===== src/design/spq_pkg.sv =====
// ----------------------------------------------------------------------------
// spq_pkg
// Types and codes shared by the sorted priority queue and its cells.
// ----------------------------------------------------------------------------
package spq_pkg;

    localparam int VALUE_W = 32;
    localparam int COUNT_W = 4;

    localparam logic KIND_INSERT = 1'b0;
    localparam logic KIND_REMOVE = 1'b1;

    typedef enum logic [1:0] {
        ST_OK        = 2'd0,
        ST_OVERFLOW  = 2'd1,
        ST_UNDERFLOW = 2'd2
    } status_t;

    typedef struct packed {
        logic                       kind;
        logic signed [VALUE_W-1:0]  value;
    } req_t;

    typedef struct packed {
        status_t                    status;
        logic signed [VALUE_W-1:0]  removed_value;
        logic signed [VALUE_W-1:0]  top_value;
        logic [COUNT_W-1:0]         count;
        logic                       is_empty;
        logic                       is_full;
    } rsp_t;

    // broadcast from the control to every cell
    typedef struct packed {
        logic                       ins_en;
        logic                       rem_en;
        logic signed [VALUE_W-1:0]  value;
    } cell_ctl_t;

endpackage


===== src/design/spq_cell.sv =====
// ----------------------------------------------------------------------------
// spq_cell
// One slot of the sorted store: compares against the new value, takes the
// new value, its left neighbor's entry or its right neighbor's entry, or keeps its own.
// ----------------------------------------------------------------------------
module spq_cell (
    input  logic                                clk,
    input  spq_pkg::cell_ctl_t                  ctl,
    input  logic                                occupied,
    input  logic                                left_lt,
    input  logic signed [spq_pkg::VALUE_W-1:0]  left_entry,
    input  logic signed [spq_pkg::VALUE_W-1:0]  right_entry,
    output logic                                lt,
    output logic signed [spq_pkg::VALUE_W-1:0]  entry,
    output logic signed [spq_pkg::VALUE_W-1:0]  entry_next
);
    import spq_pkg::*;

    logic signed [VALUE_W-1:0] entry_reg;

    // equal values stay ahead, so a new value lands after them
    assign lt = !occupied || (entry_reg < ctl.value);

    always_comb
    begin
        entry_next = entry_reg;
        if (ctl.ins_en)
        begin
            if (left_lt)
            begin
                entry_next = left_entry;
            end
            else if (lt)
            begin
                entry_next = ctl.value;
            end
        end
        else if (ctl.rem_en)
        begin
            entry_next = right_entry;
        end
    end

    always_ff @(posedge clk)
    begin
        entry_reg <= entry_next;
    end

    assign entry = entry_reg;

endmodule


===== src/design/sorted_priority_queue_top.sv =====
// ----------------------------------------------------------------------------
// sorted_priority_queue_top
// Bounded max-priority queue held as a descending row of cells.
// ----------------------------------------------------------------------------
//  channel | valid     | ready     | payload
//  --------+-----------+-----------+--------------------------
//  request | req_valid | req_ready | req (kind, value)
//  result  | rsp_valid | rsp_ready | rsp (status ... is_full)
//
// One item per cycle while results are taken: all cells compare and shift in the cycle
// of acceptance, and the result sits in an output register the next cycle.
// A new item is taken whenever the output register is empty or being drained.
// Reset empties the queue; entry contents are left as they are.
// ----------------------------------------------------------------------------
module sorted_priority_queue_top #(
    parameter int CAPACITY = 8
) (
    input  logic           clk,
    input  logic           rst_n,
    input  logic           req_valid,
    output logic           req_ready,
    input  spq_pkg::req_t  req,
    output logic           rsp_valid,
    input  logic           rsp_ready,
    output spq_pkg::rsp_t  rsp
);
    import spq_pkg::*;

    localparam int OCC_W = $clog2(CAPACITY + 1);

    logic [OCC_W-1:0]           occ_reg;
    logic [OCC_W-1:0]           occ_next;
    logic                       rsp_valid_reg;
    rsp_t                       rsp_reg;
    rsp_t                       rsp_next;
    logic                       accept;
    logic                       full;
    logic                       empty;
    cell_ctl_t                  ctl;

    logic                       lt        [CAPACITY];
    logic signed [VALUE_W-1:0]  e         [CAPACITY];
    logic signed [VALUE_W-1:0]  e_next    [CAPACITY];

    assign req_ready = !rsp_valid_reg || rsp_ready;
    assign accept    = req_valid && req_ready;
    assign full      = (occ_reg >= OCC_W'(CAPACITY));
    assign empty     = (occ_reg == '0);

    assign ctl.ins_en = accept && (req.kind == KIND_INSERT) && !full;
    assign ctl.rem_en = accept && (req.kind == KIND_REMOVE) && !empty;
    assign ctl.value  = req.value;

    for (genvar i = 0; i < CAPACITY; i++)
    begin : g_cell
        logic                      left_lt;
        logic signed [VALUE_W-1:0] left_entry;
        logic signed [VALUE_W-1:0] right_entry;

        if (i == 0)
        begin : g_first
            assign left_lt    = 1'b0;
            assign left_entry = e[0];
        end
        else
        begin : g_mid
            assign left_lt    = lt[i-1];
            assign left_entry = e[i-1];
        end

        if (i == CAPACITY - 1)
        begin : g_last
            assign right_entry = e[i];
        end
        else
        begin : g_inner
            assign right_entry = e[i+1];
        end

        spq_cell u_cell (
            .clk         (clk),
            .ctl         (ctl),
            .occupied    (OCC_W'(i) < occ_reg),
            .left_lt     (left_lt),
            .left_entry  (left_entry),
            .right_entry (right_entry),
            .lt          (lt[i]),
            .entry       (e[i]),
            .entry_next  (e_next[i])
        );
    end

    always_comb
    begin
        occ_next = occ_reg;
        if (ctl.ins_en)
        begin
            occ_next = occ_reg + OCC_W'(1);
        end
        else if (ctl.rem_en)
        begin
            occ_next = occ_reg - OCC_W'(1);
        end

        rsp_next.status = ST_OK;
        if (req.kind == KIND_INSERT && full)
        begin
            rsp_next.status = ST_OVERFLOW;
        end
        else if (req.kind == KIND_REMOVE && empty)
        begin
            rsp_next.status = ST_UNDERFLOW;
        end
        rsp_next.removed_value = ctl.rem_en ? e[0] : '0;
        rsp_next.top_value     = (occ_next != '0) ? e_next[0] : '0;
        rsp_next.count         = COUNT_W'(occ_next);
        rsp_next.is_empty      = (occ_next == '0);
        rsp_next.is_full       = (occ_next == OCC_W'(CAPACITY));
    end

    always_ff @(posedge clk or negedge rst_n)
    begin
        if (!rst_n)
        begin
            occ_reg       <= '0;
            rsp_valid_reg <= 1'b0;
        end
        else
        begin
            occ_reg <= occ_next;
            if (accept)
            begin
                rsp_valid_reg <= 1'b1;
            end
            else if (rsp_ready)
            begin
                rsp_valid_reg <= 1'b0;
            end
        end
    end

    always_ff @(posedge clk)
    begin
        if (accept)
        begin
            rsp_reg <= rsp_next;
        end
    end

    assign rsp_valid = rsp_valid_reg;
    assign rsp       = rsp_reg;

`ifndef NO_ASSERTIONS
    a_occ_bound: assert property (@(posedge clk) disable iff (!rst_n)
        occ_reg <= OCC_W'(CAPACITY))
        else $error("occupancy above capacity");

    a_rsp_after_accept: assert property (@(posedge clk) disable iff (!rst_n)
        accept |=> rsp_valid_reg)
        else $error("accepted item produced no result");

    a_remove_count: assert property (@(posedge clk) disable iff (!rst_n)
        ctl.rem_en |=> (occ_reg == $past(occ_reg) - OCC_W'(1)))
        else $error("removal did not decrement occupancy");

    a_head_order: assert property (@(posedge clk) disable iff (!rst_n)
        (occ_reg >= OCC_W'(2)) |-> (e[0] >= e[1]))
        else $error("head entry out of order");
`endif

endmodule


===== config.mk =====
export PLATFORM = sky130hd
export DESIGN_NAME = sorted_priority_queue_top
export DESIGN_NICKNAME = d
export VERILOG_FILES = /design/src/design/spq_pkg.sv /design/src/design/spq_cell.sv /design/src/design/sorted_priority_queue_top.sv
export SDC_FILE = /design/constraint.sdc
export NUM_CORES = 1
export LEC_CHECK = 0
export ABC_AREA = 1
export BUFFER_PORTS_ARGS = -buffer_cell sky130_fd_sc_hd__buf_2
export CORE_UTILIZATION = 68
export CTS_CLUSTER_SIZE = 24
export DETAILED_ROUTE_END_ITERATION = 7
export PLACE_DENSITY = 0.91
export SLEW_MARGIN = 15
export SYNTH_ARGS = -nofsm -noshare
export SYNTH_HDL_FRONTEND = slang
export SYNTH_SLANG_ARGS = --single-unit

===== constraint.sdc =====
create_clock -name clk -period 11.61 [get_ports clk]
set_clock_uncertainty 0.05 [all_clocks]
set_input_delay 0.5805 -clock clk [delete_from_list [all_inputs] [get_ports clk]]
set_output_delay 0.5805 -clock clk [all_outputs]
set_load 0.01 [all_outputs]

# After elaboration in Yosys (flattened, before gate mapping)
# Index checks and enable logic that the tools add are counted.
[word_totals]
regBits = 333
out_inout_bits = 74
[op_classes]
addsub = 2
magnitude_cmp = 17
n_eq_ne = 7
n_mux = 34
bitwise = 1
n_reduce_logical = 40
[op_table]
columns = ["op", "count"]
rows = [
  ["two-way mux 32 bit", 29],
  ["less-than comparator 32 bit", 8],
  ["inequality test 3 x 1 -> 1 bit, second input constant", 6],
  ["less-than comparator 3 x 4 -> 1 bit, first input constant", 4],
  ["AND reduction 2 bit", 7],
  ["logical NOT 1 bit", 11],
  ["logical OR 1 bit", 9],
  ["logical NOT 4 bit", 2],
  ["less-than comparator 1 x 4 -> 1 bit, first input constant", 2],
  ["less-than comparator 2 x 4 -> 1 bit, first input constant", 2],
  ["two-way mux 4 bit", 2],
  ["logical AND 1 bit", 7],
  ["nonzero test 2 bit", 3],
  ["adder 4 x 1 -> 4 bit, second input constant", 1],
  ["equality test 4 bit, second input constant", 1],
  ["greater-or-equal comparator 4 bit, second input constant", 1],
  ["nonzero test 4 bit", 1],
  ["subtractor 4 x 1 -> 4 bit, second input constant", 1],
  ["two-way mux 1 bit", 2],
  ["two-way mux 2 bit", 1],
  ["NOT 1 bit", 1],
]

# Longest topological paths before layout
# Gate-level depths: netlist of the first run.
[depth]
word_depth = 8
mapped_depth = 20
depth_no_buf = 18

# By module
# Synthesis of the first run repeated with hierarchy kept, for this count alone.
[unflattened]
cells_unflattened = 4442
hier_area_um2 = 27453.8
[modules_own_cells]
columns = ["mod", "instances", "cells_per_inst", "area_per_inst_um2"]
rows = [
  ["spq_cell at g_cell[0].u_cell ...", 7, 520, 3041.7],
  ["sorted_priority_queue_top", 1, 279, 3154.3],
  ["spq_cell at g_cell[1].u_cell", 1, 523, 3007.9],
]

# Worst setup path after synthesis of the first run
# No wires, ideal clock.
[synth_path]
kind = "input-to-reg"
start = "in req[5] (netlist name)"
end = "reg g_cell[4].u_cell.entry_reg[0], enable pin"
arrival_time_ns = 3.903
required_time_ns = 11.128
slack_ns = 7.226
cell_stages = 14
path_cell_list = "clkinv_1 -> ha_1 -> a21oi_1 -> nor2_1 -> a211oi_1 -> nand2_1 -> nand2_1 -> nand2_1 -> nand2_1 -> nand3_1 -> nand3_2 -> buf_2 -> inv_2 -> a21oi_1"
[synth_between]
elab_chain_len = 4
elab_cells_between_ends = 6
cone_classes = "2 x order compare; 1 x eq/ne; 3 x reduce/logical"
[synth_lines]
columns = ["item", "line_no", "text"]
rows = [
  ["start: declaration", "sorted_priority_queue_top.sv:22", "input spq_pkg::req_t req,"],
  ["less-than comparator 32 bit", "spq_cell.sv:22", "assign lt = !occupied || (entry_reg < ctl.value);"],
  ["logical OR 1 bit", "spq_cell.sv:22", ""],
  ["inequality test 3 x 1 -> 1 bit (no line) *", "n/a", ""],
  ["AND reduction 2 bit (no line) *", "n/a", ""],
  ["end signal: assignment", "spq_cell.sv:46", "entry_reg <= entry_next;"],
  ["end: declaration", "spq_cell.sv:19", "logic signed [VALUE_W-1:0] entry_reg;"],
]
# Mark *: on every way between the ends. The rest lies on a longest branch, timed or not.
# A chain may end at the register's enable or synchronous reset.

# Worst setup path in the final report of the first run
[layout_path]
start = "in req[13] (netlist name)"
end = "reg g_cell[1].u_cell.entry_reg[18], enable pin"
[layout_between]
elab_chain_len = 4
elab_cells_between_ends = 6
cone_classes = "2 x order compare; 1 x eq/ne; 3 x reduce/logical"
[layout_lines]
columns = ["item", "line_no"]
rows = [
  ["less-than comparator 32 bit", "spq_cell.sv:22"],
  ["logical OR 1 bit", "spq_cell.sv:22"],
  ["inequality test 3 x 1 -> 1 bit (no line) *", "n/a"],
  ["AND reduction 2 bit (no line) *", "n/a"],
  ["end signal: assignment", "spq_cell.sv:46"],
  ["end: declaration", "spq_cell.sv:19"],
]
# Marked as above.

==> metrics, run 1 <==
core area 31600 sq um; vias in the first global route 18800; WL final 58.5 mm; CP required 11.70 ns; vias per cell 6.29; via count 19800; setup bufs post-CTS 0; fin crit period 4.88 ns; Final Hold Viols 0; dominant cell type by area after synthesis edfxtp_1; pwr dens 211 nW/um^2; outcome finished, final reports clean; Total Neg Setup Slack 0 ns; CP peak stage delay 0.95 ns; CTS Buf Count 36; ANT nets after route 0; PortBufs 110; net count after synthesis 2942; RSZ-0062 raised after global routing false; Residual DRC 0; Seq/Total Area, Yosys 44.3%; 1st-iter DRT viols 2933; #FFs+latches synth 333; crit-path cells buf_2, clkinv_1, ha_1, a21oi_1, o21ai_0, a21oi_1, nand2_1, nand2_1, nand2_1, nand2_1, nand2_1, buf_4, nand2_2, buf_4, inv_2, a21oi_4; Setup violations, final 0; TritonCTS Sinks 333; max reg flops 256; FP Rows 65; area grow syn2layout 8.62%; Leak 10.9 nW; H-tree depth 2; Critical path buffers and inverters 5; min-delay src rsp_ready; most common cell in the netlist nand2_1; CTS tree built; Initial Utilization 69.1%; top-level port count 111; Worst Path Max Fanout 65; Hold WC Path Type in2reg; Slew headroom 20.0%; max cap viols 0; EDFF count, synth 296; Worst EP arrival 4.97 ns; Yosys Warn Count 0; Syn Inst Count 2684; Post-Place Cells 3080; crit-path most repeated cell nand2_1; Total GRT Usage 35.4%; Slew @ Worst Pin 1.20 ns; Synth async-reset ratio 1.50%; Slew Viols, Final 0; Top FF cell, synth edfxtp_1; largest cells by area after synthesis edfxtp_1, nand2_1, ha_1, nand3_1, nand4_1; Max Buffers Root-to-Sink 3; initial antenna violation count 0; Period Utilization, post-route 42.0%; Worst setup SP type input pin; top cells by count, synth nand2_1, edfxtp_1, nand3_1, inv_1, ha_1; Clock transition at path regs 0.07 ns; total gr overflow 0; CTS Root Cell clkbuf_16; antenna cells 0; slowest cell on the critical path a21oi_4; largest net degree at the start of global routing 114; crit path capture type flip-flop; Die Area 32800 sq um; post-synth top area share 40.7%; f_max 0.205 GHz; layout cell share with drive strength beyond 1 8.13%; Layout Cells excl Fill 3145; r2r startpoint g_cell[4].u_cell.entry[25]; Syn Area/Cell 8.13 sq um; Crit path max-delay family buffers and inverters; Placer Congestion 0.915; Post-Route Utilization 75.1%; clock latency on the worst-skew pair 0.53 ns; Critical Path Source req[13]; worst vdd ir 0.000169 V; Setup CP Type in2reg; fillcell total 2244; Synth Cell Area 21800 sq um; die height 181 microns; multi-input logic area 10600 sq um; sequential cell area 9650 sq um; first-pass GRT wire length 95.1 mm; WL/cell 18.6 microns; chip width 181 microns; drt pass-1 iters 6; Cell variety after synth 33; detailed placer's ending HPWL 40.3 mm; Final nets 2975
cells in the final DEF (no fill, tap or decap), types with 75 or more instances in the layout:
master | Yosys | layout
ha_1 | 221 | 221
o21ai_1 | 78 | 75
nor2_1 | 116 | 114
buf_2 | 40 | 110
inv_1 | 236 | 235
o21ai_0 | 88 | 88
a21oi_1 | 172 | 168
nand4_1 | 146 | 146
edfxtp_1 | 296 | 296
nand2_1 | 775 | 774
nand3_1 | 278 | 276
path summary, 6_finish.rpt:
check,to,slack [ns],cells past startpoint
worst max-delay path,g_cell[1].u_cell.entry[18],6.73,16
worst min-delay path,rsp_valid,0.31,4
worst max register to register,g_cell[4].u_cell.entry[7],7.17,11
worst min register to register,g_cell[6].u_cell.entry[24],0.46,2
max in group asynchronous,occ_reg[0],11.00,2
min in group asynchronous,rsp_valid,0.36,2
cells by family after synthesis:
| kind of cell | after synthesis | synth area share, % |
|---|---|---|
| compound gates | 361 | 8.55 |
| xor+xnor | 3 | 0.120 |
| fa+ha+maj | 221 | 12.7 |
| buf+inv | 419 | 7.49 |
| flops | 333 | 44.3 |
| simple gates | 1347 | 26.9 |
power by group:
group / switching [W] / internal, W
combinational: 0.00141 / 0.000603
sequential: 0.000198 / 0.00167
clock: 0.000485 / 0.000642
through the flow:
| step | hold WS, ns | total power, W | worst slack (ns) | area [sq um] |
|---|---|---|---|---|
| 2_1_floorplan | 0.235 | 0.00325 | 7.23 | 21800 |
| 3_3_place_gp | 0.352 | 0.00372 | 6.53 | 22500 |
| 3_5_place_dp | 0.364 | 0.00381 | 6.43 | 22500 |
| 4_1_cts | 0.309 | 0.00495 | 6.89 | 23700 |
| 5_1_grt | 0.337 | 0.00529 | 6.57 | 23700 |
| 6_report | 0.308 | 0.00501 | 6.73 | 23700 |
layer usage:
metal / vias to the layer above / global-route usage, % / wire length [microns]
li1: 9292 / - / -
met1: 8988 / 50.5 / 24700
met2: 1311 / 55.2 / 25900
met3: 189 / 5.22 / 6080
met4: 0 / 12.8 / 1770
met5: - / 0 / 0
repair_timing:
item	4_1_cts	5_1_grt
hold buffers	1	0
endpoints found under the hold margin	5	0
gates resized for setup	0	0
endpoints found under the setup margin	0	0
final cells by class:
type                    instances  area share, %
multi-input cells            1932           44.7
clock buffers                  43           4.09
inverters                     276           4.39
well taps                     402           2.12
repair buffers                138           3.22
flip-flops and latches        333           40.7
clock inverters                21          0.723
worst min-delay path, delay by kind of cell:
kind / cells / cell delay, ns
buffers and inverters: 2 / 0.12
and+or+nand+nor: 2 / 0.15
No activity file was read; power rests on OpenSTA's default activity.
==> run 2: changes to the inputs <==
- ABC_AREA: 1 -> 0
- CORE_UTILIZATION: 68 -> 63
- PLACE_DENSITY: 0.91 -> 0.86
- clock period: 11.61 -> 4.8 ns (I/O delays scaled with it)
==> metrics, run 2 <==
outcome finished, final reports clean; 1st-iter DRT viols 2026; net count after synthesis 2281; Worst setup SP type flip-flop; pwr dens 380 nW/um^2; crit path capture type flip-flop; Final Hold Viols 0; switching portion of total power 32.5%; Setup CP Type reg2reg; largest net degree at the start of global routing 195; worst vdd ir 0.000313 V; clock latency on the worst-skew pair 0.53 ns; max cap viols 0; CP required 4.97 ns; Critical Path Source g_cell[4].u_cell.entry[31]; RSZ-0062 raised after global routing false; layout cell share with drive strength beyond 1 17.0%; EDFF count, synth 296; first-pass GRT wire length 97.6 mm; reg-to-reg endpoint g_cell[5].u_cell.entry[4]; #FFs+latches synth 333; fin crit period 4.36 ns; Hold WC Path Type in2async; FP Rows 67; ANT nets after route 0; chip width 187 microns; post-cts resize count 0; Slew @ Worst Pin 1.05 ns; WL/cell 24.5 microns; Max Buffers Root-to-Sink 3; commonest non-fill, non-tap cell in the layout edfxtp_1; Worst Path Max Fanout 21; Worst EP arrival 4.53 ns; Yosys Warn Count 0; post-synth top area share 41.1%; Syn Inst Count 2023; die height 187 microns; f_max 0.229 GHz; Leak 9.80 nW; Top FF cell, synth edfxtp_1; largest cells by area after synthesis edfxtp_1, ha_1, mux2i_1, a21oi_1, nand2_1; CTS tree built; via count 17300; Post-Route Utilization 71.0%; H-tree depth 2; Reg power frac 42.4%; WL final 62.7 mm; Slew Viols, Final 0; Net Switching 0.00296 W; Placer Congestion 0.956; Setup violations, final 0; Syn Area/Cell 10.7 sq um; PortBufs 110; initial antenna violation count 1; Die Area 35100 sq um; Total GRT Usage 35.7%; critical path endpoint g_cell[5].u_cell.entry[4]; Initial Utilization 64.2%; Synth async-reset ratio 1.50%; Clock transition at path regs 0.06 ns; fillcell total 2400; r2r startpoint g_cell[4].u_cell.entry[31]; most frequent cells in the layout edfxtp_1, ha_1, nand2_1; area grow syn2layout 10.5%; Period Utilization, post-route 90.8%; Seq/Total Area, Yosys 44.6%; CTS Root Cell clkbuf_16; max reg flops 256; vias in the first global route 17200; Slew headroom 29.9%; top-level port count 111; total gr overflow 0; Comb pwr share 28.1%; Synth Cell Area 21600 sq um; worst r2r path cells 10; most common cell in the netlist edfxtp_1; drt pass-1 iters 6; Hold Buf Count CTS 4; setup bufs post-CTS 0; top cells by count, synth edfxtp_1, ha_1, nand2_1, mux2i_1, nor2_1; core area 33700 sq um; Cell variety after synth 67; Clk pwr share 29.4%; Total Neg Setup Slack 0 ns; vias per cell 6.77; CTS Buf Count 37; Reg2Reg Setup Slack 0.44 ns; TritonCTS Sinks 333; Residual DRC 0; Final nets 2342; detailed placer's ending HPWL 42.9 mm; hold_ws 0.00628 ns; dominant cell type by area after synthesis edfxtp_1; internal power 0.00613 W
==> run 2: stage by stage <==
| stage | setup WS (ns) | power, W | instances | area, sq um |
|---|---|---|---|---|
| finish | 0.441 | 0.00909 | 2559 | 23900 |
| global route | 0.439 | 0.00940 | 2559 | 23900 |
| CTS | 0.565 | 0.00903 | 2558 | 23900 |
| detailed placement | 0.334 | 0.00638 | 2489 | 22800 |
| global placement | 0.407 | 0.00628 | 2489 | 22800 |
| floorplan | 0.0949 | 0.00556 | 2023 | 21700 |
==> run 2: logic make-up (layout without fill, tap and decap cells) <==
kind of cell / count (synthesis) / in the layout / synth area share [%]
muxes: 258 / 258 / 12.8
DFF: 333 / 333 / 44.6
and+or+nand+nor: 568 / 568 / 11.9
adders and majority gates: 221 / 221 / 12.8
AOI/OAI and AO/OA: 461 / 461 / 14.3
other: 0 / 1 / 0
xor gates and xnor gates: 2 / 2 / 0.0809
buffers and inverters: 180 / 267 / 3.58
==> run 2: per-layer routing <==
metal | global-route usage, % | up-vias | wire (microns)
li1 | - | 7731 | -
met1 | 47.9 | 8313 | 24900
met2 | 54.9 | 1070 | 28200
met3 | 7.05 | 216 | 6540
met4 | 18.5 | 0 | 3100
met5 | 0 | - | 0
==> run 2: how the worst min path moves through the flow <==
stage / startpoint / endpoint / slack (ns)
floorplan: rst_n / occ_reg[0] / -0.11
global placement: rst_n / rsp_valid / 0.006
detailed placement: rst_n / rsp_valid / 0.02
CTS: rst_n / occ_reg[1] / 0.003
global route: rst_n / occ_reg[1] / 0.01
finish: rst_n / occ_reg[1] / 0.006
==> run 2: area by class of cell <==
type                    count  area, sq um  area share, %
diodes                      1         2.50         0.0105
clock buffers              52         1030           4.32
clock inverters            13         66.3          0.277
inverters                  39          151          0.633
multi-input cells        1510        11400           47.6
flip-flops and latches    333         9650           40.4
well taps                 448          561           2.34
repair buffers            163         1070           4.48
==> run 2: power groups by stage <==
stage               Clock [W]  Combinational (W)  Sequential (W)
floorplan                   0            0.00174         0.00382
global placement            0            0.00240         0.00389
detailed placement          0            0.00248         0.00390
CTS                   0.00269            0.00250         0.00384
global route          0.00278            0.00274         0.00388
finish                0.00267            0.00256         0.00386
==> run 2: worst max-delay path, stage by stage (launching register included) <==
cell,delay [ns]
edfxtp_1,0.46
ha_1,0.39
nand4_1,0.18
nor4_1,0.88
o211ai_1,0.28
a21oi_1,0.33
nor3_1,0.15
mux2i_4,0.29
buf_4,0.23
a21oi_4,0.51
buf_12,0.27
